### src/rtl/psmms_pkg.sv
// shared types and constants for the parity sort merge mean split block
`default_nettype none
package psmms_pkg;
   localparam int VALUE_W = 32;
   localparam int TAG_W   = 2;

   // list tags carried in tuser
   localparam logic [TAG_W-1:0] TAG_MERGED = 2'd0;
   localparam logic [TAG_W-1:0] TAG_BELOW  = 2'd1;
   localparam logic [TAG_W-1:0] TAG_ABOVE  = 2'd2;

   typedef enum logic [3:0] {
      ST_IDLE,
      ST_INS_RD,
      ST_INS_CMP,
      ST_DIV,
      ST_MRG_RD,
      ST_MRG_CMP,
      ST_OUT_RD,
      ST_OUT_WAIT,
      ST_OUT_PUT
   } state_type;
endpackage
`default_nettype wire

### src/rtl/psmms_ram.sv
// generic ram with one write port and one registered read port
`default_nettype none
module psmms_ram #(
   parameter int WIDTH = 32,
   parameter int DEPTH = 16
) (
   input  wire logic                     clock,
   input  wire logic                     wr_en,
   input  wire logic [$clog2(DEPTH)-1:0] wr_addr,
   input  wire logic [WIDTH-1:0]         wr_data,
   input  wire logic [$clog2(DEPTH)-1:0] rd_addr,
   output logic [WIDTH-1:0]              rd_data
);
   logic [WIDTH-1:0] mem [DEPTH];

   // write port and registered read port
   always_ff @(posedge clock) begin
      if (wr_en) begin
         mem[wr_addr] <= wr_data;
      end
      rd_data <= mem[rd_addr];
   end
endmodule
`default_nettype wire

### src/rtl/parity_sort_merge_mean_split_top.sv
// top level: collects a set, sorts by parity, merges, splits around the mean
// per item: after accept, a read (ST_INS_RD) and a compare (ST_INS_CMP) per shifted entry through
//   the single read port of the list memory, until the next ready
// closing: restoring divider for the mean, then a read and a compare per merged entry
// output: 3 passes over the merged memory, an entry at a time; the put state holds while a result is stalled
// throughput: one item at a time; input is held off while a run is produced
// reset: synchronous, clears counts, sum and control; memories are not cleared
`default_nettype none
module parity_sort_merge_mean_split_top #(
   parameter int MAX_ITEMS = 16
) (
   input  wire logic        clock,
   input  wire logic        reset,
   input  wire logic        req_tvalid,
   output logic             req_tready,
   input  wire logic [31:0] req_tdata,   // value[31:0]
   input  wire logic        req_tlast,   // final_item
   output logic             rsp_tvalid,
   input  wire logic        rsp_tready,
   output logic [63:0]      rsp_tdata,   // result_value[31:0], mean_value[63:32]
   output logic [psmms_pkg::TAG_W-1:0] rsp_tuser, // list_tag[1:0]
   output logic             rsp_tlast    // run_end
);
   import psmms_pkg::*;

   localparam int AW   = (MAX_ITEMS > 1) ? $clog2(MAX_ITEMS) : 1;
   localparam int CW   = $clog2(MAX_ITEMS + 1);
   localparam int SW   = VALUE_W + $clog2(MAX_ITEMS) + 1;
   localparam int DEP  = 1 << AW;
   localparam int DCW  = $clog2(SW + 1);
   localparam int TW   = $clog2(3 * MAX_ITEMS + 1);

   state_type state_ff, state_in;

   logic [CW-1:0] ecnt_ff, ocnt_ff, icnt_ff, ecnt_in, ocnt_in, icnt_in;
   logic signed [SW-1:0] sum_ff, sum_in;
   logic signed [VALUE_W-1:0] val_ff, val_in;
   logic last_ff, last_in, odd_ff, odd_in;
   logic [CW-1:0] pos_ff, pos_in;
   logic [CW-1:0] ei_ff, ei_in, oi_ff, oi_in, m_ff, m_in;
   // divider state: magnitude quotient by restoring shift-subtract
   logic [SW-1:0] rem_ff, rem_in, quo_ff, quo_in;
   logic [DCW-1:0] dstep_ff, dstep_in;
   logic neg_ff, neg_in;
   logic signed [VALUE_W-1:0] mean_ff, mean_in;
   logic [1:0] pass_ff, pass_in;
   logic [CW-1:0] oidx_ff, oidx_in;
   logic [VALUE_W-1:0] hold_ff, hold_in;
   logic [63:0] rdata_ff, rdata_in;
   logic [TAG_W-1:0] ruser_ff, ruser_in;
   logic rvalid_ff, rvalid_in, rlast_ff, rlast_in;
   // items in the run and items emitted so far
   logic [TW-1:0] tot_ff, tot_in, emit_ff, emit_in;

   // memory ports
   logic e_we, o_we, m_we;
   logic [AW-1:0] e_wa, o_wa, m_wa, e_ra, o_ra, m_ra;
   logic [VALUE_W-1:0] e_wd, o_wd, m_wd, e_rd, o_rd, m_rd;

   psmms_ram #(.WIDTH(VALUE_W), .DEPTH(DEP)) u_even (
      .clock(clock), .wr_en(e_we), .wr_addr(e_wa), .wr_data(e_wd),
      .rd_addr(e_ra), .rd_data(e_rd));
   psmms_ram #(.WIDTH(VALUE_W), .DEPTH(DEP)) u_odd (
      .clock(clock), .wr_en(o_we), .wr_addr(o_wa), .wr_data(o_wd),
      .rd_addr(o_ra), .rd_data(o_rd));
   psmms_ram #(.WIDTH(VALUE_W), .DEPTH(DEP)) u_merged (
      .clock(clock), .wr_en(m_we), .wr_addr(m_wa), .wr_data(m_wd),
      .rd_addr(m_ra), .rd_data(m_rd));

   logic signed [VALUE_W-1:0] rd_sel;
   logic [SW-1:0] sum_mag, rem_sh;
   logic [SW-1:0] div_d;
   logic keep;
   logic [CW-1:0] pos_m1;

   assign rd_sel  = odd_ff ? o_rd : e_rd;
   assign pos_m1  = pos_ff - 1'b1;
   assign sum_mag = sum_ff[SW-1] ? SW'(-sum_ff) : SW'(sum_ff);
   assign div_d   = SW'(icnt_ff);
   assign rem_sh  = {rem_ff[SW-2:0], quo_ff[SW-1]};

   // next state
   always_comb begin
      state_in = state_ff;
      unique case (state_ff)
         ST_IDLE: begin
            if (req_tvalid) begin
               state_in = ST_INS_RD;
            end
         end
         ST_INS_RD: begin
            if (pos_ff == '0 || pos_ff >= CW'(MAX_ITEMS)) begin
               state_in = (last_ff || icnt_ff == CW'(MAX_ITEMS)) ? ST_DIV : ST_IDLE;
            end else begin
               state_in = ST_INS_CMP;
            end
         end
         ST_INS_CMP: begin
            if (rd_sel > val_ff) begin
               state_in = ST_INS_RD;
            end else begin
               state_in = (last_ff || icnt_ff == CW'(MAX_ITEMS)) ? ST_DIV : ST_IDLE;
            end
         end
         ST_DIV: begin
            if (dstep_ff == DCW'(SW)) begin
               state_in = ST_MRG_RD;
            end
         end
         ST_MRG_RD: begin
            state_in = (ei_ff == ecnt_ff && oi_ff == ocnt_ff) ? ST_OUT_RD : ST_MRG_CMP;
         end
         ST_MRG_CMP: state_in = ST_MRG_RD;
         ST_OUT_RD: begin
            state_in = ST_OUT_WAIT;
         end
         ST_OUT_WAIT: state_in = ST_OUT_PUT;
         ST_OUT_PUT: begin
            if (!rvalid_ff || rsp_tready) begin
               if (oidx_ff + 1'b1 == m_ff && pass_ff == 2'd2) begin
                  state_in = ST_IDLE;
               end else begin
                  state_in = ST_OUT_RD;
               end
            end
         end
         default: state_in = ST_IDLE;
      endcase
   end

   // datapath and outputs
   always_comb begin
      ecnt_in = ecnt_ff; ocnt_in = ocnt_ff; icnt_in = icnt_ff; sum_in = sum_ff;
      val_in = val_ff; last_in = last_ff; odd_in = odd_ff; pos_in = pos_ff;
      ei_in = ei_ff; oi_in = oi_ff; m_in = m_ff;
      rem_in = rem_ff; quo_in = quo_ff; dstep_in = dstep_ff; neg_in = neg_ff;
      mean_in = mean_ff; pass_in = pass_ff; oidx_in = oidx_ff; hold_in = hold_ff;
      rdata_in = rdata_ff; ruser_in = ruser_ff; rlast_in = rlast_ff;
      tot_in = tot_ff; emit_in = emit_ff;
      rvalid_in = rvalid_ff && !rsp_tready;
      e_we = 1'b0; o_we = 1'b0; m_we = 1'b0;
      e_wa = pos_ff[AW-1:0]; o_wa = pos_ff[AW-1:0]; m_wa = m_ff[AW-1:0];
      e_wd = val_ff; o_wd = val_ff; m_wd = e_rd;
      e_ra = pos_m1[AW-1:0]; o_ra = pos_m1[AW-1:0]; m_ra = oidx_ff[AW-1:0];
      req_tready = (state_ff == ST_IDLE);
      keep = 1'b0;
      unique case (state_ff)
         ST_IDLE: begin
            if (req_tvalid) begin
               val_in  = $signed(req_tdata);
               last_in = req_tlast;
               odd_in  = req_tdata[0];
               pos_in  = req_tdata[0] ? ocnt_ff : ecnt_ff;
               sum_in  = sum_ff + SW'($signed(req_tdata));
               icnt_in = icnt_ff + 1'b1;
            end
         end
         ST_INS_RD: begin
            // read the entry below the hole, or drop the value in place
            if (pos_ff == '0 || pos_ff >= CW'(MAX_ITEMS)) begin
               if (pos_ff < CW'(MAX_ITEMS)) begin
                  e_we = !odd_ff; o_we = odd_ff;
                  if (odd_ff) ocnt_in = ocnt_ff + 1'b1;
                  else ecnt_in = ecnt_ff + 1'b1;
               end
            end
         end
         ST_INS_CMP: begin
            // shift the larger entry up, else place the value
            if (rd_sel > val_ff) begin
               e_we = !odd_ff; o_we = odd_ff;
               e_wd = rd_sel; o_wd = rd_sel;
               pos_in = pos_m1;
            end else begin
               e_we = !odd_ff; o_we = odd_ff;
               if (odd_ff) ocnt_in = ocnt_ff + 1'b1;
               else ecnt_in = ecnt_ff + 1'b1;
            end
         end
         ST_DIV: begin
            // one quotient bit a cycle on magnitudes
            if (dstep_ff == '0) begin
               rem_in = '0; quo_in = sum_mag; neg_in = sum_ff[SW-1];
               dstep_in = dstep_ff + 1'b1;
            end else if (dstep_ff <= DCW'(SW - 1) + 1'b0 && dstep_ff != DCW'(SW)) begin
               quo_in = {quo_ff[SW-2:0], 1'b0};
               if (rem_sh >= div_d) begin
                  rem_in = rem_sh - div_d; quo_in[0] = 1'b1;
               end else begin
                  rem_in = rem_sh;
               end
               dstep_in = dstep_ff + 1'b1;
            end else begin
               quo_in = {quo_ff[SW-2:0], 1'b0};
               if (rem_sh >= div_d) quo_in[0] = 1'b1;
               mean_in = neg_ff ? VALUE_W'(-quo_in) : VALUE_W'(quo_in);
               dstep_in = '0; ei_in = '0; oi_in = '0; m_in = '0;
               tot_in = '0;
            end
         end
         ST_MRG_RD: begin
            e_ra = ei_ff[AW-1:0]; o_ra = oi_ff[AW-1:0];
            if (ei_ff == ecnt_ff && oi_ff == ocnt_ff) begin
               pass_in = 2'd0; oidx_in = '0; emit_in = '0;
            end
         end
         ST_MRG_CMP: begin
            // odd wins ties
            m_we = 1'b1;
            if (oi_ff == ocnt_ff || (ei_ff != ecnt_ff && $signed(e_rd) < $signed(o_rd))) begin
               m_wd = e_rd; ei_in = ei_ff + 1'b1;
            end else begin
               m_wd = o_rd; oi_in = oi_ff + 1'b1;
            end
            m_in = m_ff + 1'b1;
            // merged item, plus one split item unless equal to the mean
            tot_in = tot_ff + (($signed(m_wd) != mean_ff) ? TW'(2) : TW'(1));
         end
         ST_OUT_RD: ;
         ST_OUT_WAIT: hold_in = m_rd;
         ST_OUT_PUT: begin
            // emit if selected by the current pass
            keep = (pass_ff == 2'd0) || (pass_ff == 2'd1 && $signed(hold_ff) < mean_ff)
                   || (pass_ff == 2'd2 && $signed(hold_ff) > mean_ff);
            if (!rvalid_ff || rsp_tready) begin
               if (keep) begin
                  rvalid_in = 1'b1;
                  rdata_in  = {mean_ff, hold_ff};
                  ruser_in  = (pass_ff == 2'd0) ? TAG_MERGED :
                              (pass_ff == 2'd1) ? TAG_BELOW : TAG_ABOVE;
                  // run end flag on the last item of the run
                  rlast_in  = (emit_ff + 1'b1 == tot_ff);
                  emit_in   = emit_ff + 1'b1;
               end
               if (oidx_ff + 1'b1 == m_ff) begin
                  oidx_in = '0; pass_in = pass_ff + 1'b1;
                  if (pass_ff == 2'd2) begin
                     ecnt_in = '0; ocnt_in = '0; icnt_in = '0; sum_in = '0;
                  end
               end else begin
                  oidx_in = oidx_ff + 1'b1;
               end
            end
         end
         default: ;
      endcase
   end

   always_ff @(posedge clock) begin
      if (reset) begin
         state_ff <= ST_IDLE;
         ecnt_ff <= '0; ocnt_ff <= '0; icnt_ff <= '0; sum_ff <= '0;
         dstep_ff <= '0; rvalid_ff <= 1'b0; rlast_ff <= 1'b0;
      end else begin
         state_ff <= state_in;
         ecnt_ff <= ecnt_in; ocnt_ff <= ocnt_in; icnt_ff <= icnt_in; sum_ff <= sum_in;
         dstep_ff <= dstep_in; rvalid_ff <= rvalid_in; rlast_ff <= rlast_in;
      end
      val_ff <= val_in; last_ff <= last_in; odd_ff <= odd_in; pos_ff <= pos_in;
      ei_ff <= ei_in; oi_ff <= oi_in; m_ff <= m_in;
      rem_ff <= rem_in; quo_ff <= quo_in; neg_ff <= neg_in; mean_ff <= mean_in;
      pass_ff <= pass_in; oidx_ff <= oidx_in; hold_ff <= hold_in;
      rdata_ff <= rdata_in; ruser_ff <= ruser_in;
      tot_ff <= tot_in; emit_ff <= emit_in;
   end

   assign rsp_tvalid = rvalid_ff;
   assign rsp_tdata  = rdata_ff;
   assign rsp_tuser  = ruser_ff;
   assign rsp_tlast  = rlast_ff;

   // no input accepted while a run is being produced
   assert property (@(posedge clock) disable iff (reset)
      (state_ff != ST_IDLE) |-> !req_tready)
      else $error("input accepted while busy");
   // counts never exceed the list depth
   assert property (@(posedge clock) disable iff (reset)
      (ecnt_ff <= CW'(MAX_ITEMS)) && (ocnt_ff <= CW'(MAX_ITEMS)))
      else $error("list count overflow");
   // a waiting result holds while stalled
   assert property (@(posedge clock) disable iff (reset)
      (rsp_tvalid && !rsp_tready) |=> $stable(rsp_tdata))
      else $error("result changed under stall");
endmodule
`default_nettype wire
### config.mk
export PLATFORM = sky130hd
export DESIGN_NAME = parity_sort_merge_mean_split_top
export DESIGN_NICKNAME = d
export VERILOG_FILES = /design/src/rtl/psmms_pkg.sv /design/src/rtl/psmms_ram.sv /design/src/rtl/parity_sort_merge_mean_split_top.sv
export SDC_FILE = /design/constraint.sdc
export NUM_CORES = 2
export LEC_CHECK = 0
export ABC_CLOCK_PERIOD_IN_PS = 13970
export BUFFER_PORTS_ARGS = -buffer_cell sky130_fd_sc_hd__clkbuf_2
export CAP_MARGIN = 30
export CELL_PAD_IN_SITES_DETAIL_PLACEMENT = 1
export CELL_PAD_IN_SITES_GLOBAL_PLACEMENT = 1
export CORE_ASPECT_RATIO = 0.7
export CORE_UTILIZATION = 45
export CTS_CLUSTER_SIZE = 12
export DETAILED_ROUTE_END_ITERATION = 6
export PLACE_DENSITY_LB_ADDON = 0.12
export RECOVER_POWER = 50
export SLEW_MARGIN = 40
export SYNTH_ARGS = -nofsm -noshare
export SYNTH_HDL_FRONTEND = slang
export SYNTH_SLANG_ARGS = --single-unit
export TNS_END_PERCENT = 20
### constraint.sdc
create_clock -name clock -period 13.97 [get_ports clock]
set_input_delay 1.397 -clock clock [delete_from_list [all_inputs] [get_ports clock]]
set_output_delay 1.397 -clock clock [all_outputs]
set_load 0.01 [all_outputs]
==> results.toml <==
[die]
ios = 106
die_y_um = 360
start_util = 0.456
core-area_um2 = 180000
die_w_um = 513
rows = 130
fp.dieArea_um2 = 184000

[setup_path]
slowest_stage = "clkbuf_1"
path_class = "reg -> reg"
worstReg2RegEnd = "u_even.rd_data[13]"
cp.required_ns = 14.67
worstSetupEndpointType = "flip-flop"
critical_path.max_fanout = 61
path_common_cell = "clkbuf_1"
critPathLaunchType = "flip-flop"
path_cells = "nand2b_1, or3_1, clkbuf_1, nand2_1, o21ai_0, clkbuf_1, clkbuf_1, buf_4, nand2_1, and3_1, a311oi_1, a31oi_1, a21oi_1"
reg2reg_from = "state_ff[3]"
reg2reg_depth = 13
slowest_delay_ns = 2.24
path_delay_family = "buffers and inverters"
cp.arrival_ns = 9.47
r2r_slack_ns = 5.19
path_buf_inv = 4
crit_start = "state_ff[3]"

[global_routing]
grt_busiest_layer = "met1"
use_met1 = 0.422
antenna_found_initial = 7
grt_usage = 0.272
met2_usage = 0.393
grt_pass1_wl_mm = 365
overflow = 0
grtUsageMet3 = 0.0501
grt_max_degree = 161
grt_pass1_vias = 51100

[logic_synthesis]
synth_area_um2 = 82200
synth_seq_area_share = 0.701
synth_seq_cells = 1972
async_flop_share = 0
avgSynthCellArea_um2 = 13.9
ys.flop_type = "edfxtp_1"
ys_top_cells_by_count = "1812 x edfxtp_1, 1210 x nand2_1, 294 x nand3_1"
yosysTopAreaCell = "edfxtp_1"
synth.top_cell.area_share = 0.662
yosysWarnings = 0
synth_fp_nets = 6099
synth-edff-count = 1812
ys_types = 75
synth_most_common_cell = "edfxtp_1"
netlist_top_cells_area = "edfxtp_1 66%, nand2_1 5.5%, mux4_2 4.4%, dfxtp_1 3.9%, ha_1 2.5%"
syn_inst = 5898

[timing]
setup_slack_ns = 5.19
setup_viol = 0
period_needed_ns = 8.78
hold_viol_final = 0
max_freq_mhz = 114
rsz0062_at_grt = "no"
fin_skew_ns = 0.0660
worst_pin_slew_ns = 4.33
post-route-period-util = 0.628
final_max_slew_viol_count = 1955
relSlewSlack = -1.89
setup_tns_ns = 0

[min_path]
hold_path_end = "hold_ff[1]"
hold_start = "u_merged.rd_data[1]"
hold_depth = 0
min_path_type = "reg -> reg"

[cts]
clock_sinks = 1972
clkLatencyLatePin_ns = 0.86
cts_hold_buffers = 0
post_cts_buffers = 0
numCtsBuffers = 194
root_buffer = "clkbuf_16"
ctsResizeCount = 0
clk_path_buf_depth = 3
cts.htree.levels = 4
cts.clk_slew.worst_paths_ns = 0.06
tritoncts = "yes"

[finish]
nNetsFinal = 6207
area.growth.synth_to_final_pct = 11.3
stdcell_area_um2 = 91500
final_layout_size_suffix_gt1_frac = 0.0960

[detailed_routing]
drtAntennaViolNets = 0
vias = 51300
vias_per_cell = 6.01
drtPass1Iterations = 5
drtIter0Drc = 5566
routed_wl_mm = 253
wire_per_inst_um = 29.6
drc = 0

[placed_design]
place_hpwl_mm = 152
place_congestion = 0.910
placed_area_um2 = 86000
io_buffers = 105
dp_slack_ns = 8.41

[power_and_ir_drop]
p_per_area_nw_per_um2 = 177
peakVddDrop_mv = 0.131
p_leak_nw = 31.3
finalPower_w = 0.0162

[run_status]
violations = "capacitance limit, slew limit"
outcome = "finished, violations left"

[flow_run]
cap_violations = 56
-- where the power goes --
group          internal, W  switching, W  total (W)  leakage (nW)
sequential         0.00701      0.000309    0.00732          17.7
combinational      0.00113       0.00276    0.00389          10.8
clock              0.00271       0.00231    0.00501          2.84
total               0.0109       0.00537     0.0162          31.3
-- layer usage --
metal	vias up	wire [um]
met3	321	19500
met4	4	5730
li1	22400	-
met2	1789	109000
met5	-	33
met1	26800	119000
-- cell families after synthesis --
group           synth area share
buf+inv                   0.0208
xor+xnor                  0.0226
fa+ha+maj                 0.0252
compound gates            0.0634
mux                       0.0545
simple gates               0.112
flops                      0.701
-- stage by stage --
stage / hold slack, ns / std cells / util
after CTS: 0.381 / 8530 / 0.510
after floorplan: 0.386 / 5898 / -
final: 0.389 / 8537 / 0.507
after global placement: 0.387 / 8180 / 0.476
after global routing: 0.404 / 8534 / 0.507
after detailed placement: 0.390 / 8183 / 0.477
-- state kept, by name, summed over array words and instances (netlist names), 6 cells and up --
register          flops
u_even.rd_data       32
val_ff               32
u_even.mem          512
u_merged.mem        512
u_odd.mem           512
sum_ff               37
mean_ff              32
hold_ff              32
emit_ff               6
quo_ff               37
rem_ff               36
dstep_ff              6
tot_ff                6
rsp_tdata            64
u_odd.rd_data        32
u_merged.rd_data     32
-- placed cells by master (no fill, tap or decap), drive strengths merged, types with 6 or more instances in the layout --
master	instances
nor3b	6
edfxtp	1812
nand3b	8
clkinv	36
nand4	37
o22ai	10
or4	12
xnor2	91
nand2b	27
a21oi	155
clkbuf	471
o41ai	12
buf	62
a211oi	14
a31oi	72
o31ai	27
mux2i	20
nor4	25
nand2	1210
mux4	160
a21o	54
dfxtp	160
nand3	294
xor2	121
and2	22
or2	9
a22oi	9
ha	161
o211ai	9
nor2	185
a311oi	192
and3	151
mux2	60
o21ai	165
inv	141
or3	28
o21a	10
nor3	32
nor2b	24
-- final cells by class --
cell class | count | area (um^2)
Clock buffer | 304 | 5360
Inverter | 139 | 523
Tap cell | 2376 | 2970
Timing Repair Buffer | 229 | 1210
Fill cell | 17600 | 88900
Sequential cell | 1972 | 57600
Clock inverter | 43 | 588
Antenna cell | 4 | 10.0
Multi-Input combinational cell | 3470 | 23200
-- worst max-delay path by stage --
| stage | to | slack [ns] | cells after the start |
|---|---|---|---|
| finish | u_even.rd_data[13] | 5.19 | 13 |
| global route | u_even.rd_data[13] | 4.70 | 13 |
| CTS | tot_ff[4] | 8.34 | 17 |
| detailed placement | tot_ff[4] | 8.41 | 17 |
| global placement | tot_ff[4] | 8.64 | 17 |
| floorplan | u_even.mem[0][0] | 8.68 | 14 |
No activity file was read; power rests on OpenSTA's default activity.
